`config.mk`:
```
export PLATFORM = sky130hd
export DESIGN_NAME = rmq_fifo
export DESIGN_NICKNAME = d
export VERILOG_FILES = /design/src/rtl/core/rmq_pkg.sv /design/src/rtl/core/rmq_fifo.sv
export SDC_FILE = /design/constraint.sdc
export NUM_CORES = 1
export LEC_CHECK = 0
export BUFFER_PORTS_ARGS = -buffer_cell sky130_fd_sc_hd__clkbuf_2
export CORE_AREA = 5 5 59 61
export DETAILED_ROUTE_END_ITERATION = 10
export DIE_AREA = 0 0 64 66
export GPL_TIMING_DRIVEN = 0
export MAX_ROUTING_LAYER = met4
export PLACE_DENSITY = 0.85
export SLEW_MARGIN = 15
export SYNTH_ARGS = -nofsm -noshare
export SYNTH_HDL_FRONTEND = slang
export SYNTH_SLANG_ARGS = --single-unit
```
`constraint.sdc`:
```
create_clock -name clk -period 3.5 [get_ports clk]
set_input_delay 1.05 -clock clk [delete_from_list [all_inputs] [get_ports clk]]
set_output_delay 1.05 -clock clk [all_outputs]
set_load 0.005 [all_outputs]
```
`src/rtl/core/rmq_pkg.sv`:
```
// ----------------------------------------------------------------------------
// rmq_pkg
// Shared constants and types for the matrix-to-quaternion converter.
// ----------------------------------------------------------------------------
package rmq_pkg;

  localparam int DATA_WIDTH_DEF = 32;
  localparam int FRAC_BITS_DEF  = 30;

  localparam int              THR_W     = 31;
  localparam logic [THR_W-1:0] THR_RESET = 31'd10737;

  // scaled magnitudes stay below 2^FIT_W so four squares fit in SUM_W bits
  localparam int FIT_W  = 31;
  localparam int SUM_W  = 64;
  localparam int ROOT_W = 32;

  localparam int QUEUE_DEPTH = 4;

  // leading component chosen by the front end
  typedef enum logic [1:0] {
    SEL_X     = 2'd0,
    SEL_Y     = 2'd1,
    SEL_Z     = 2'd2,
    SEL_TRACE = 2'd3
  } sel_t;

endpackage

```
`src/rtl/core/rmq_fifo.sv`:
```
// ----------------------------------------------------------------------------
// rmq_fifo
// Short request queue between the front and back ends.
// ----------------------------------------------------------------------------
module rmq_fifo #(
  parameter int W     = 8,
  parameter int DEPTH = rmq_pkg::QUEUE_DEPTH
) (
  input  logic         clk,
  input  logic         rst,
  input  logic         push,
  input  logic [W-1:0] din,
  output logic         full,
  input  logic         pop,
  output logic         empty,
  output logic [W-1:0] dout
);

  localparam int AW = (DEPTH > 1) ? $clog2(DEPTH) : 1;

  logic [W-1:0]  mem [0:DEPTH-1];
  logic [AW-1:0] wr_ptr;
  logic [AW-1:0] rd_ptr;
  logic [AW:0]   count;

  assign full  = (count == (AW+1)'(DEPTH));
  assign empty = (count == '0);
  assign dout  = mem[rd_ptr];

  always_ff @(posedge clk) begin
    if (rst) begin
      wr_ptr <= '0;
      rd_ptr <= '0;
      count  <= '0;
    end else begin
      if (push) begin
        wr_ptr <= (wr_ptr == AW'(DEPTH - 1)) ? '0 : wr_ptr + 1'b1;
      end
      if (pop) begin
        rd_ptr <= (rd_ptr == AW'(DEPTH - 1)) ? '0 : rd_ptr + 1'b1;
      end
      if (push && !pop) begin
        count <= count + 1'b1;
      end else if (pop && !push) begin
        count <= count - 1'b1;
      end
    end
    if (push) begin
      mem[wr_ptr] <= din;
    end
  end

endmodule

```
==> metrics <==
sw frac=0.238; Setup crit start kind=flip-flop; Final Max Slew Viols=0; Layout area overhead=12.5%; f_max=394 MHz; final worst path period share=0.724; WL/cell=16.2 µm; Crit path max-delay family=multiplexers; hold slack final=525 ps; share of layout cells above drive strength 1=0.339; critical path data arrival time=1490 ps; Yosys cell types=17; CP Buf/Inv Count=2; flop and latch count out of synthesis=41; post-synthesis compound-gate area fraction=0.00940; Synth area leaders=edfxtp_1 (60%), dfxtp_1 (11%), mux4_2 (11%), ha_1 (4.7%), mux2i_1 (2.5%); # diodes=0; die area=4220 µm²; worst rel slew slack=0.714; hpwl dp=1.73 mm; cell row count=20; Syn Nets=105; status=completed; Pwr per Cell Area=500 nW/µm²; Mapped Area=1600 µm²; Final Skew=10.4 ps; min Tclk post-route=2540 ps; Leak Pwr=0.683 nW; Total GRT Usage=0.138; DIE HEIGHT=66 µm; final hold viol count=0; sequential share of power=0.632; pin count of the biggest net entering global routing=14; Starting Density=0.546; Die W=64 µm; vias in the first global route=861; Clk pwr share=0.247; Internal=0.686 mW; clk slew on worst S/H paths=120 ps; total power=0.900 mW; CTS tree=yes; via count=795; Hold Path Class=flip-flop to flip-flop; initial antenna violation count=0; worst skew pair latency=340 ps; share of Yosys cell area claimed by the top area cell type=0.601; TritonCTS Sinks=41; CP Capture Type=output port; Layout Nets=133; Total Routed Length=2.39 mm; Core Region=2930 µm²; Detailed Routing Iterations Pass 1=4; Slowest cell on crit path=mux4_2; I/O Pins=22; global-route wire length before repair=4.06 mm; Syn Inst Count=86; CP max stage delay=510 ps; DR iter-0 viols=34; Final Non-Filler Cells=148; Setup Buffers After CTS=0; max-cap violations=0; Syn Area/Cell=18.6 µm²; Placed Cells=140; Synth Area in Simple Gates=0.0486; TritonCTS Buffers=5; CTS resizes=0; post-synth top area cell=edfxtp_1; Residual DRC=0; Max clock buf depth=2; post-route setup TNS=0 ps; IO buf count=21; Synth Area in XOR/XNOR=0.0110; Via density=5.37; CP max FO=8; hold_buf cts=0; mux cell area share after synthesis=0.138; Root Driver=clkbuf_4; Setup CP Type=flip-flop to output port; DRT antenna net count=0; main combinational cell family by area after synthesis=multiplexers; VDD IR max=339 µV; Critical Path RT=2450 ps; Cell Chain, Critical Path=buf_6, mux4_2, clkbuf_2; Final GP Congestion=0.674; Seq/Total Area, Yosys=0.714; Worst-Margin Slew=429 ps; fraction of the mapped netlist area in adder cells=0.0595; htree depth=2; Overflow after GRT=0; Final setup viols=0; Sw Pwr=0.214 mW; Ys Warns=0; RSZ-0062 raised after global routing=false; Comb pwr share=0.121
layer usage:
layer	track usage	wire (µm)	vias to the layer above
li1	-	-	380
met1	0.145	954	388
met2	0.224	1240	25
met3	0.0646	183	2
met4	0.0545	17	0
met5	-	0	-
synth_stat cells (all sizes together):
library cell,n
edfxtp,32
dfxtp,9
mux4,8
nor2,7
ha,6
and2,4
inv,4
mux2i,4
a21oi,2
nor3b,2
xor2,2
buf,1
clkbuf,1
fa,1
nor3,1
o21ai,1
or3,1
power by group through the flow:
stage               Clock [mW]  Combinational, mW  Sequential, mW
floorplan                    0             0.0687           0.575
global placement             0              0.105           0.577
detailed placement           0              0.111           0.580
CTS                      0.230              0.112           0.569
global route             0.255              0.123           0.572
finish                   0.223              0.109           0.568
per-stage QoR:
stage / util / worst slack (ps) / area, µm²
after floorplan: - / 1190 / 1600
after global placement: 0.596 / 1020 / 1740
after detailed placement: 0.596 / 943 / 1740
after CTS: 0.614 / 928 / 1800
after global routing: 0.614 / 846 / 1800
final: 0.614 / 965 / 1800
logic make-up after synthesis:
kind of cell / after synthesis
AO/OA/AOI/OAI: 3
buffers and inverters: 6
adder cells (fa/ha/maj): 7
multiplexers: 12
flip-flops: 41
XOR/XNOR: 2
AND/OR/NAND/NOR: 15
path summary, 6_finish.rpt:
kind	start	end	slack, ps	depth (start not counted)
hold / removal	count[2]	count[2]	520	2
setup reg to reg	count[0]	count[2]	1990	4
setup / recovery	flip-flop	dout[1]	960	3
hold reg to reg	count[2]	count[2]	520	2
cells in the final DEF (no fill, tap or decap):
cell type,synthesis,layout
xor2_1,2,2
mux2i_1,4,4
or3_1,1,1
o21ai_0,1,1
nor2_1,7,7
clkbuf_4,0,5
fa_1,1,1
edfxtp_1,32,32
inv_4,0,1
and2_1,4,4
nor3_1,1,1
clkinv_2,0,2
ha_1,6,6
buf_6,1,1
clkbuf_2,1,22
mux4_2,8,8
dfxtp_1,9,9
inv_1,4,4
a21oi_1,2,2
nor3b_1,2,2
worst reg2reg max path: cells and delay by family, from the launching register on:
kind            cells  cell delay (ps)
simple gates        1              300
fa+ha+maj           1              450
xor+xnor            1              160
compound gates      1              160
flops               1              380
state kept, by name, summed over array words and instances (netlist names), named ones only:
| register | count |
|---|---|
| count | 3 |
| mem | 32 |
| rd_ptr | 2 |
| wr_ptr | 2 |
cell type report:
cell class / instances / area (µm²)
flip-flops and latches: 41 / 1140
well taps: 33 / 41.3
clock inverters: 3 / 16.3
inverters: 4 / 15.0
repair buffers: 21 / 105
multi-input cells: 39 / 425
fillers: 215 / 1130
clock buffers: 5 / 37.5
plain buffers: 2 / 16.3
Note: power is estimated with default switching activity, not from simulation.
