[src/rtl/core/rmq_pkg.sv]
// ----------------------------------------------------------------------------
// rmq_pkg
// Shared constants and types for the matrix-to-quaternion converter.
// ----------------------------------------------------------------------------
package rmq_pkg;

  localparam int DATA_WIDTH_DEF = 32;
  localparam int FRAC_BITS_DEF  = 30;

  localparam int              THR_W     = 31;
  localparam logic [THR_W-1:0] THR_RESET = 31'd10737;

  // scaled magnitudes stay below 2^FIT_W so four squares fit in SUM_W bits
  localparam int FIT_W  = 31;
  localparam int SUM_W  = 64;
  localparam int ROOT_W = 32;

  localparam int QUEUE_DEPTH = 4;

  // leading component chosen by the front end
  typedef enum logic [1:0] {
    SEL_X     = 2'd0,
    SEL_Y     = 2'd1,
    SEL_Z     = 2'd2,
    SEL_TRACE = 2'd3
  } sel_t;

endpackage

[src/rtl/core/rmq_front.sv]
// ----------------------------------------------------------------------------
// rmq_front
// Input stage: takes a matrix, picks the branch and leading axis.
// ----------------------------------------------------------------------------
module rmq_front #(
  parameter int DW = rmq_pkg::DATA_WIDTH_DEF
) (
  input  logic                     clk,
  input  logic                     rst,
  input  logic                     in_valid,
  output logic                     in_stall,
  input  logic [9*DW-1:0]          mat,
  input  logic [rmq_pkg::THR_W-1:0] thr,
  output logic                     push,
  input  logic                     q_full,
  output logic [9*DW+1:0]          push_data
);

  localparam int CW = (DW + 2 > rmq_pkg::THR_W + 1) ? DW + 2 : rmq_pkg::THR_W + 1;

  logic             f_valid;
  logic [9*DW-1:0]  f_mat;
  rmq_pkg::sel_t    f_sel;
  rmq_pkg::sel_t    sel_next;
  logic signed [CW-1:0] tr;
  logic signed [DW-1:0] d0, d1, d2;
  logic             accept;

  assign d0 = mat[0*DW +: DW];
  assign d1 = mat[4*DW +: DW];
  assign d2 = mat[8*DW +: DW];
  assign tr = CW'(d0) + CW'(d1) + CW'(d2);

  always_comb begin
    if (tr > $signed({{(CW-rmq_pkg::THR_W){1'b0}}, thr})) begin
      sel_next = rmq_pkg::SEL_TRACE;
    end else if (d2 > d1 && d2 > d0) begin
      sel_next = rmq_pkg::SEL_Z;
    end else if (d1 > d0) begin
      // ties go to the lower axis
      sel_next = (d2 > d1) ? rmq_pkg::SEL_Z : rmq_pkg::SEL_Y;
    end else begin
      sel_next = rmq_pkg::SEL_X;
    end
  end

  assign in_stall  = f_valid && q_full;
  assign accept    = in_valid && !in_stall;
  assign push      = f_valid && !q_full;
  assign push_data = {f_sel, f_mat};

  always_ff @(posedge clk) begin
    if (rst) begin
      f_valid <= 1'b0;
    end else if (accept) begin
      f_valid <= 1'b1;
    end else if (push) begin
      f_valid <= 1'b0;
    end
    if (accept) begin
      f_mat <= mat;
      f_sel <= sel_next;
    end
  end

endmodule

[config.mk]
export PLATFORM = sky130hd
export DESIGN_NAME = rmq_front
export DESIGN_NICKNAME = d
export VERILOG_FILES = /design/src/rtl/core/rmq_pkg.sv /design/src/rtl/core/rmq_front.sv
export SDC_FILE = /design/constraint.sdc
export NUM_CORES = 1
export LEC_CHECK = 0
export BUFFER_PORTS_ARGS = -buffer_cell sky130_fd_sc_hd__buf_2
export CAP_MARGIN = 5
export CORE_AREA = 8 8 233 235
export CTS_BUF_LIST = sky130_fd_sc_hd__clkbuf_2 sky130_fd_sc_hd__clkbuf_4 sky130_fd_sc_hd__clkbuf_8
export CTS_CLUSTER_DIAMETER = 50
export CTS_CLUSTER_SIZE = 28
export DETAILED_ROUTE_END_ITERATION = 8
export DIE_AREA = 0 0 241 243
export PLACE_DENSITY = 0.57
export SKIP_CTS_REPAIR_TIMING = 1
export SLEW_MARGIN = 10
export SYNTH_ARGS = -nofsm -noshare
export SYNTH_HDL_FRONTEND = slang
export SYNTH_SLANG_ARGS = --single-unit
export TNS_END_PERCENT = 30
[constraint.sdc]
create_clock -name clk -period 35.7 [get_ports clk]
set_clock_uncertainty 0.1 [all_clocks]
set_input_delay 0 -clock clk [delete_from_list [all_inputs] [get_ports clk]]
set_output_delay 0 -clock clk [all_outputs]
set_load 0.01 [all_outputs]
==> results of run 1 <==
-- synth_stat cells, types with 2 or more instances --
cell	count
nand3_1	8
xnor2_1	20
and4_1	2
nor2_1	33
o211ai_1	7
and2_1	2
o311ai_1	2
inv_1	103
and3_1	4
xor2_1	9
ha_1	159
or3_1	2
o21a_1	6
a211oi_1	7
nand2b_1	2
edfxtp_1	290
a221oi_1	2
nand4_1	30
nor3_1	9
fa_1	33
nand2_1	33
o31ai_1	2
nor2b_1	13
o21ai_1	7
o21ai_0	31
a311oi_1	2
a31oi_1	6
a21boi_0	2
o21bai_1	4
nor4_1	3
a21oi_1	69
a21o_1	41
-- worst reg2reg max path, delay by kind of cell (launching register included) --
kind          cells  cell delay [ns]
simple gates      2             0.35
flops             1             0.34
buf+inv           2             1.38
-- cell families (layout without fill, tap and decap cells) --
logic type                 after synthesis  after routing  share of synthesized area [%]
AOI/OAI and AO/OA                      201            201                           9.08
xor gates and xnor gates                29             29                           1.81
adders and majority gates              192            192                           18.9
buffers and inverters                  103           1182                           2.75
DFF                                    291            291                           62.2
other                                    0             14                              0
and+or+nand+nor                        146            146                           5.34
-- power breakdown --
part / switching, mW / internal [mW] / total (mW) / leakage [nW]
Sequential: 0.00583 / 0.400 / 0.406 / 2.81
Combinational: 0.141 / 0.117 / 0.258 / 7.00
Clock: 0.156 / 0.128 / 0.284 / 0.420
Total: 0.303 / 0.645 / 0.948 / 10.2
-- layout make-up --
type                    count  area (sq um)  share of cell area [%]
diodes                     14          35.0                   0.153
clock buffers              39           524                    2.29
clock inverters            28           327                    1.43
inverters                 103           387                    1.69
multi-input cells         568          4940                    21.6
flip-flops and latches    291          8730                    38.2
well taps                 680           851                    3.72
repair buffers           1012          7060                    30.9
-- routing by layer --
metal  up-vias  share of wire [%]  wire length, microns  GRT usage [%]
met2       557                 49                 31700           31.7
li1       5756                  -                     -              -
met4         4                4.6                  2980           7.38
met1      6118                 38                 24300           20.8
met3       135                8.1                  5190           6.95
met5         -              0.048                    31              0
-- registers in the layout, indices dropped and copies added (netlist names) --
| name | flops |
|---|---|
| f_mat | 288 |
| f_sel | 2 |
| f_valid | 1 |
-- how the worst max path moves through the flow --
stage,startpoint,endpoint,slack (ns),depth (start not counted)
floorplan,f_valid,f_mat[0],21.41,2
global placement,mat[2],f_sel[0],30.45,21
detailed placement,mat[2],f_sel[0],30.33,21
CTS,mat[2],f_sel[0],30.98,21
global route,mat[130],f_sel[0],30.02,22
finish,mat[1],f_sel[1],30.33,24
==> flow_summary.json, run 1 <==
{
  "routedWlPerCell_microns": 23.5,
  "power.leakage_nw": 10.2,
  "layout_commonest_cell": "buf_2",
  "fin_cells": 2735,
  "hold_end": "f_mat[36]",
  "finalCritPeriodShare_pct": 15.0,
  "vias": 12570,
  "grt_usage_pct": 18.6,
  "num_rows": 83,
  "vias_per_cell": 4.60,
  "whs_ns": 0.00673,
  "cp_slowest_stage_delay_ns": 0.57,
  "wirelength_microns": 64200,
  "min_period_ns": 5.37,
  "critPathCaptureType": "flip-flop",
  "hpwlAfterDp_microns": 48500,
  "synth_cells": 962,
  "p_total_mw": 0.948,
  "r2r_start": "f_valid",
  "crit_path_cell_trace": "dlygate4sd3_1 -> buf_2 -> fa_1 -> ha_1 -> fa_1 -> a21o_1 -> a221oi_2 -> or4b_4 -> a21oi_1 -> o21ai_1 -> nand2_1 -> a21o_1 -> a21oi_1 -> xnor2_1 -> ha_1 -> a21oi_1 -> nor2_1 -> a211oi_1 -> o2111ai_1 -> o221ai_1 -> inv_1 -> a211oi_2 -> o32ai_1 -> a21o_1",
  "grt_pass1_wl_microns": 78400,
  "status": "complete, no violations",
  "dp_slack_ns": 30.33,
  "grt-ovfl-total": 0,
  "vdd_drop_max_v": 0.0000263,
  "clock-sinks": 291,
  "arrival_ns": 5.61,
  "synth_top_area_share_pct": 62.0,
  "grt_pass1_vias": 11022,
  "slew_headroom_pct": 31.2,
  "path_class": "in -> reg",
  "tritoncts": "yes",
  "path_max_fanout": 3,
  "numCtsBuffers": 37,
  "ys_ff_latch": 291,
  "synthDistinctLibCells": 51,
  "fill_cells": 4629,
  "fp.dieW_microns": 241,
  "cp.required_ns": 35.93,
  "yosysSeqAreaShare_pct": 62.2,
  "hp-class": "in -> reg",
  "io_buffers": 614,
  "htreeDepth": 2,
  "synth_warnings": 0,
  "synth.area.top_cells": "edfxtp_1 (62%), ha_1 (14%), fa_1 (4.7%)",
  "synthArstFlopShare_pct": 0,
  "finalHoldViolCount": 0,
  "layout_common_cells": "buf_2 (614), dlygate4sd3_1 (395), edfxtp_1 (290), ha_1 (159), inv_1 (103)",
  "area_delta_synth_final_pct": 62.7,
  "yosys_most_used_dff": "edfxtp_1",
  "r2r-end": "f_mat[26]",
  "syn_nets": 1477,
  "stdcell_area_sq_um": 22800,
  "start_util_pct": 27.7,
  "pin_count": 615,
  "tns_ns": 0,
  "avgSynthCellArea_sq_um": 14.6,
  "grt_max_degree": 173,
  "setup_viol": 0,
  "hold_depth": 2,
  "drc": 0,
  "slowest_stage": "dlygate4sd3_1",
  "fin_ws_ns": 30.33,
  "place_area_sq_um": 18000,
  "yosys.area.top_type": "edfxtp_1",
  "core_area_sq_um": 50700,
  "p_per_area_nw_per_um2": 41.5,
  "cts_root_buffer": "clkbuf_8",
  "fmax_mhz": 186,
  "r2r.worst_path.cells": 4,
  "ant_nets": 0,
  "cts_buffer_depth": 3,
  "max-cap-violations": 0,
  "antenna_found_initial": 12,
  "tightest_slew_ns": 1.03,
  "drt_iter0_markers": 716,
  "cp_top_family": "compound AO/OA/AOI/OAI gates",
  "dieHeight_microns": 243,
  "cp-start-kind": "input pin",
  "hp-start": "mat[36]",
  "crit_buf_inv": 3,
  "drt_first_pass_iters": 7,
  "gp_congestion": 0.874,
  "cts.reportedPaths.clkPinSlew_ns": 0.10,
  "clk_latency_ns": 0.61,
  "drive_above_1_share_pct": 33.8,
  "dieArea_sq_um": 58600,
  "synth.cell_area_sq_um": 14000,
  "utilization_pct": 45.1,
  "finalMaxSlewViolations": 0,
  "synth_edf_count": 290,
  "reg2reg_slack_ns": 33.06,
  "fin_nets": 2528,
  "rsz0062_at_grt": "no",
  "dp_cells": 2259
}
(Power assumes the default switching activity.)
==> inputs of run 2 (changes only) <==
- clock period: 35.7 -> 5.2 ns (I/O delays scaled with it)
==> flow_summary.json, run 2 (synthesis gave the netlist of run 1 again) <==
{
  "tightest_slew_ns": 0.840,
  "pin_count": 615,
  "r2r.worst_path.cells": 3,
  "setup_viol": 0,
  "use_met1_pct": 22.3,
  "vias": 12489,
  "crit_path_cell_trace": "dlygate4sd3_1 -> buf_2 -> fa_1 -> ha_1 -> o211ai_1 -> o21bai_1 -> o31ai_1 -> o211ai_1 -> a41oi_1 -> buf_4 -> o21ai_1 -> a31oi_1 -> nor3_1 -> xor2_1 -> ha_1 -> a2111oi_0 -> o2111ai_1 -> o221ai_1 -> inv_1 -> a211oi_2 -> o32ai_1 -> o21bai_1",
  "critPathCaptureType": "flip-flop",
  "start_util_pct": 27.7,
  "path_max_fanout": 5,
  "clk_latency_ns": 0.59,
  "whs_ns": 0.00776,
  "ant_nets": 0,
  "arrival_ns": 5.20,
  "area_delta_synth_final_pct": 64.6,
  "largest_reg_flops": 288,
  "hpwlAfterDp_microns": 50300,
  "numCtsBuffers": 38,
  "cp.required_ns": 5.43,
  "cts_buffer_depth": 3,
  "layout_commonest_cell": "buf_2",
  "vdd_drop_max_v": 0.000189,
  "ff_latch_area_sq_um": 8730,
  "finalHoldViolCount": 0,
  "cts_root_buffer": "clkbuf_8",
  "grt-ovfl-total": 0,
  "routedWlPerCell_microns": 23.9,
  "drc": 0,
  "gp_congestion": 0.896,
  "reg2reg_slack_ns": 2.94,
  "min_period_ns": 4.98,
  "num_rows": 83,
  "htreeDepth": 2,
  "io_buffers": 614,
  "cp.depth": 22,
  "grt-busiest-layer": "met2",
  "slowest_stage": "dlygate4sd3_1",
  "cp-start-kind": "input pin",
  "grt_max_degree": 114,
  "clock-sinks": 291,
  "tritoncts": "yes",
  "status": "complete, no violations",
  "multiInputGateArea_sq_um": 4940,
  "vias_per_cell": 4.53,
  "top_regs": "f_mat: 288 flops, f_sel: 2 flops, f_valid: 1 flops",
  "path_class": "in -> reg",
  "utilization_pct": 45.6,
  "crit_path_start": "mat[5]",
  "power.leakage_nw": 10.4,
  "finalCritPeriodShare_pct": 95.7,
  "dieHeight_microns": 243,
  "endpoint": "f_sel[0]",
  "grt.met3_usage_pct": 5.96,
  "fmax_mhz": 201,
  "drt_first_pass_iters": 5,
  "r2r_start": "f_valid",
  "hp-class": "in -> reg",
  "antenna_found_initial": 12,
  "use_met2_pct": 33.3,
  "grt_pass1_wl_microns": 80700,
  "max-cap-violations": 0,
  "fill_cells": 4581,
  "grt_pass1_vias": 11133,
  "slew_headroom_pct": 43.5,
  "grt_usage_pct": 19.2,
  "largest_register": "f_mat",
  "drt_iter0_markers": 871,
  "fin_nets": 2547,
  "p_per_area_nw_per_um2": 291,
  "drive_above_1_share_pct": 34.6,
  "cts.reportedPaths.clkPinSlew_ns": 0.09,
  "dieArea_sq_um": 58600,
  "wirelength_microns": 65800,
  "cp_slowest_stage_delay_ns": 0.54,
  "core_area_sq_um": 50700,
  "r2r-end": "f_mat[23]",
  "layout_common_cells": "buf_2 (614), dlygate4sd3_1 (394), edfxtp_1 (290), ha_1 (159), inv_1 (103)",
  "rsz0062_at_grt": "no",
  "finalMaxSlewViolations": 0,
  "fp.dieW_microns": 241,
  "crit_buf_inv": 4,
  "cp_top_family": "compound AO/OA/AOI/OAI gates"
}
==> run 2: cell count changes in the layout (fill, tap and decap cells not counted), moves of 2 or more <==
cell	previous run	this run
clkbuf_4	2	0
clkinvlp_4	5	2
inv_16	2	0
inv_6	4	6
bufinv_16	2	5
buf_4	2	19
buf_12	1	3
clkbuf_8	37	39
==> run 2: where the power goes <==
| group | total (mW) | internal [mW] | switching (mW) |
|---|---|---|---|
| Combinational | 1.80 | 0.832 | 0.971 |
| Sequential | 2.79 | 2.75 | 0.0410 |
| Clock | 2.14 | 1.05 | 1.09 |
| Total | 6.73 | 4.62 | 2.11 |
==> run 2: how the worst min path moves through the flow <==
| stage | startpoint | end | slack (ns) | cells after the start |
|---|---|---|---|---|
| CTS | mat[84] | f_mat[84] | -0.63 | 1 |
| global placement | rst | f_valid | 0.06 | 2 |
| finish | mat[102] | f_mat[102] | 0.008 | 2 |
| global route | mat[230] | f_mat[230] | -0.01 | 2 |
| detailed placement | rst | f_valid | 0.06 | 2 |
| floorplan | q_full | push | -0.05 | 1 |
==> run 2: per-stage QoR <==
step	instances	worst slack, ns	TNS, ns	area [sq um]	power (mW)
after CTS	2348	0.585	0	19100	6.54
final	2756	0.221	0	23100	6.73
after detailed placement	2278	-0.0439	-0.0850	18200	4.38
after global routing	2750	0.00158	0	23100	7.07
after floorplan	962	-0.0524	-15.20	14100	3.72
after global placement	2278	-0.0379	-0.0614	18200	4.36
==> run 2: final cells by class <==
class,count,share of cell area (%)
timing repair buffer,1030,31.2
antenna,14,0.152
inverter,103,1.67
clock buffer,39,2.32
sequential,291,37.8
tap,680,3.68
multi-input combinational,568,21.4
clock inverter,31,1.80
==> run 2: metal layers <==
metal,share of wire (%),up-vias
met5,0.035,-
met4,4.1,4
met3,7.9,115
met2,50,558
met1,38,6002
li1,-,5810
==> run 2: worst register-to-register path, cell delays in order (launching register included) <==
cell and delay, ns:
dfxtp_1 0.32, and2_4 0.15, nor2b_4 0.25, dlygate4sd3_1 1.08
==> inputs of run 3 (changes only) <==
- ABC_AREA: unset -> 1
- CORE_AREA: 8 8 233 235 -> 8 8 232 234
- DIE_AREA: 0 0 241 243 -> 0 0 240 242
- PLACE_DENSITY: 0.57 -> 0.59
==> flow_summary.json, run 3 <==
{
  "grt.met3_usage_pct": 6.54,
  "largest_reg_flops": 288,
  "p_total_mw": 6.58,
  "synth.cell_area_sq_um": 14700,
  "htreeDepth": 2,
  "drt_first_pass_iters": 5,
  "grt-busiest-layer": "met2",
  "grt_usage_pct": 19.8,
  "yosys_most_used_dff": "edfxtp_1",
  "synthArstFlopShare_pct": 0,
  "yosys.area.top_type": "edfxtp_1",
  "io_buffers": 614,
  "min_period_ns": 3.91,
  "synth_cells": 1235,
  "synth_edf_count": 290,
  "cts_root_buffer": "clkbuf_8",
  "hp-class": "in -> reg",
  "dieHeight_microns": 242,
  "fin_ws_ns": 1.29,
  "num_rows": 83,
  "dp_cells": 2532,
  "finalHoldViolCount": 0,
  "antenna_found_initial": 12,
  "p_per_area_nw_per_um2": 281,
  "start_util_pct": 29.2,
  "yosysSeqAreaShare_pct": 59.2,
  "setup_viol": 0,
  "vdd_drop_max_v": 0.000189,
  "arrival_ns": 4.14,
  "numCtsBuffers": 38,
  "tritoncts": "yes",
  "drt_iter0_markers": 701,
  "area_delta_synth_final_pct": 58.7,
  "ant_nets": 0,
  "finalMaxSlewViolations": 0,
  "dieArea_sq_um": 58100,
  "clock-sinks": 291,
  "fmax_mhz": 256,
  "use_met2_pct": 35.0,
  "path_class": "in -> reg",
  "layout_commonest_cell": "buf_2",
  "drc": 0,
  "use_met1_pct": 21.9,
  "path_max_fanout": 3,
  "rsz0062_at_grt": "no",
  "slew_headroom_pct": 38.5,
  "pin_count": 615,
  "synthDistinctLibCells": 35,
  "dp_slack_ns": 1.22,
  "cts_buffer_depth": 3,
  "fin_cells": 2993,
  "grt-ovfl-total": 0,
  "cp-start-kind": "input pin",
  "fill_cells": 4623,
  "cts.reportedPaths.clkPinSlew_ns": 0.09,
  "yosys-top-cells-count": "edfxtp_1 (290), nand2_1 (245), inv_1 (206), ha_1 (159), a21oi_1 (77)",
  "synth.area.top_cells": "edfxtp_1 (59%), ha_1 (14%), nand2_1 (6.2%)",
  "grt_pass1_vias": 12102,
  "vias": 13399,
  "layout_common_cells": "buf_2 (614), dlygate4sd3_1 (378), edfxtp_1 (290), nand2_1 (244), inv_1 (205)",
  "max-cap-violations": 0,
  "core_area_sq_um": 50500,
  "fin_nets": 2785,
  "whs_ns": 0.00706,
  "largest_register": "f_mat",
  "ys_ff_latch": 291,
  "gp_congestion": 0.899,
  "multiInputGateArea_sq_um": 5230,
  "synth_warnings": 0,
  "drive_above_1_share_pct": 31.5,
  "grt_max_degree": 145,
  "status": "complete, no violations",
  "fp.dieW_microns": 240,
  "tightest_slew_ns": 0.922,
  "vias_per_cell": 4.48,
  "utilization_pct": 46.3,
  "hpwlAfterDp_microns": 51200,
  "power.leakage_nw": 11.1,
  "cp.required_ns": 5.43,
  "finalCritPeriodShare_pct": 75.2,
  "synth_top_area_share_pct": 59.1,
  "ff_latch_area_sq_um": 8730,
  "clk_latency_ns": 0.60,
  "grt_pass1_wl_microns": 83300,
  "critPathCaptureType": "flip-flop",
  "avgSynthCellArea_sq_um": 11.9,
  "syn_nets": 1750,
  "top_regs": "f_mat: 288 flops, f_sel: 2 flops, f_valid: 1 flops",
  "routedWlPerCell_microns": 22.0,
  "yosysMostFrequentCell": "edfxtp_1",
  "wirelength_microns": 65800
}
==> run 3: critical path, stage by stage <==
cell           delay (ns)
dlygate4sd3_1        0.52
buf_2                0.14
fa_1                 0.48
ha_1                 0.26
fa_1                 0.41
nand2_1              0.08
nand2_1              0.10
nand3_1              0.11
nand2_2              0.08
nand2_1              0.09
nand2_2              0.09
a21oi_2              0.17
o21ai_1              0.12
xor2_1               0.16
ha_1                 0.31
nand2_1              0.07
inv_1                0.05
nand3_1              0.07
or2_2                0.33
nor2_1               0.11
nand3_1              0.07
nor2_1               0.11
nand2_1              0.07
nand3_2              0.08
nand2_1              0.05
==> run 3: layout make-up <==
type                       instances  share of cell area, %
antenna                           13                  0.139
clock buffer                      42                   2.39
clock inverter                    28                   1.27
inverter                         209                   3.35
multi-input combinational        735                   22.4
sequential                       291                   37.3
tap                              680                   3.64
timing repair buffer             995                   29.5
==> run 3: cells by family after synthesis <==
logic type | count (synthesis) | share of synthesized area (%)
AOI/OAI and AO/OA | 127 | 4.79
xor gates and xnor gates | 24 | 1.43
adders and majority gates | 192 | 18.0
buffers and inverters | 209 | 5.32
DFF | 291 | 59.2
and+or+nand+nor | 392 | 11.2
==> run 3: power breakdown <==
group / internal (mW) / switching [mW]
logic: 0.793 / 1.07
registers: 2.75 / 0.0404
clock network: 0.861 / 1.07
total: 4.40 / 2.18
==> run 3: metal layers <==
metal,routed length (microns),up-vias
li1,-,6303
met1,25200,6438
met2,32700,548
met3,4860,104
met4,2950,6
met5,40,-
==> run 3: through the flow <==
stage	area (sq um)	setup TNS [ns]
after global routing	23400	0
after global placement	18700	0
after floorplan	14700	-9.36
after CTS	19600	0
after detailed placement	18700	0
final	23400	0
==> run 3: path summary, 6_finish.rpt <==
path	start	to	slack, ns	depth (start not counted)
worst max-delay path	mat[1]	f_sel[0]	1.29	25
worst min-delay path	mat[184]	f_mat[184]	0.007	2
worst max register to register	f_valid	f_mat[236]	2.78	4
worst min register to register	f_valid	f_mat[254]	0.92	4
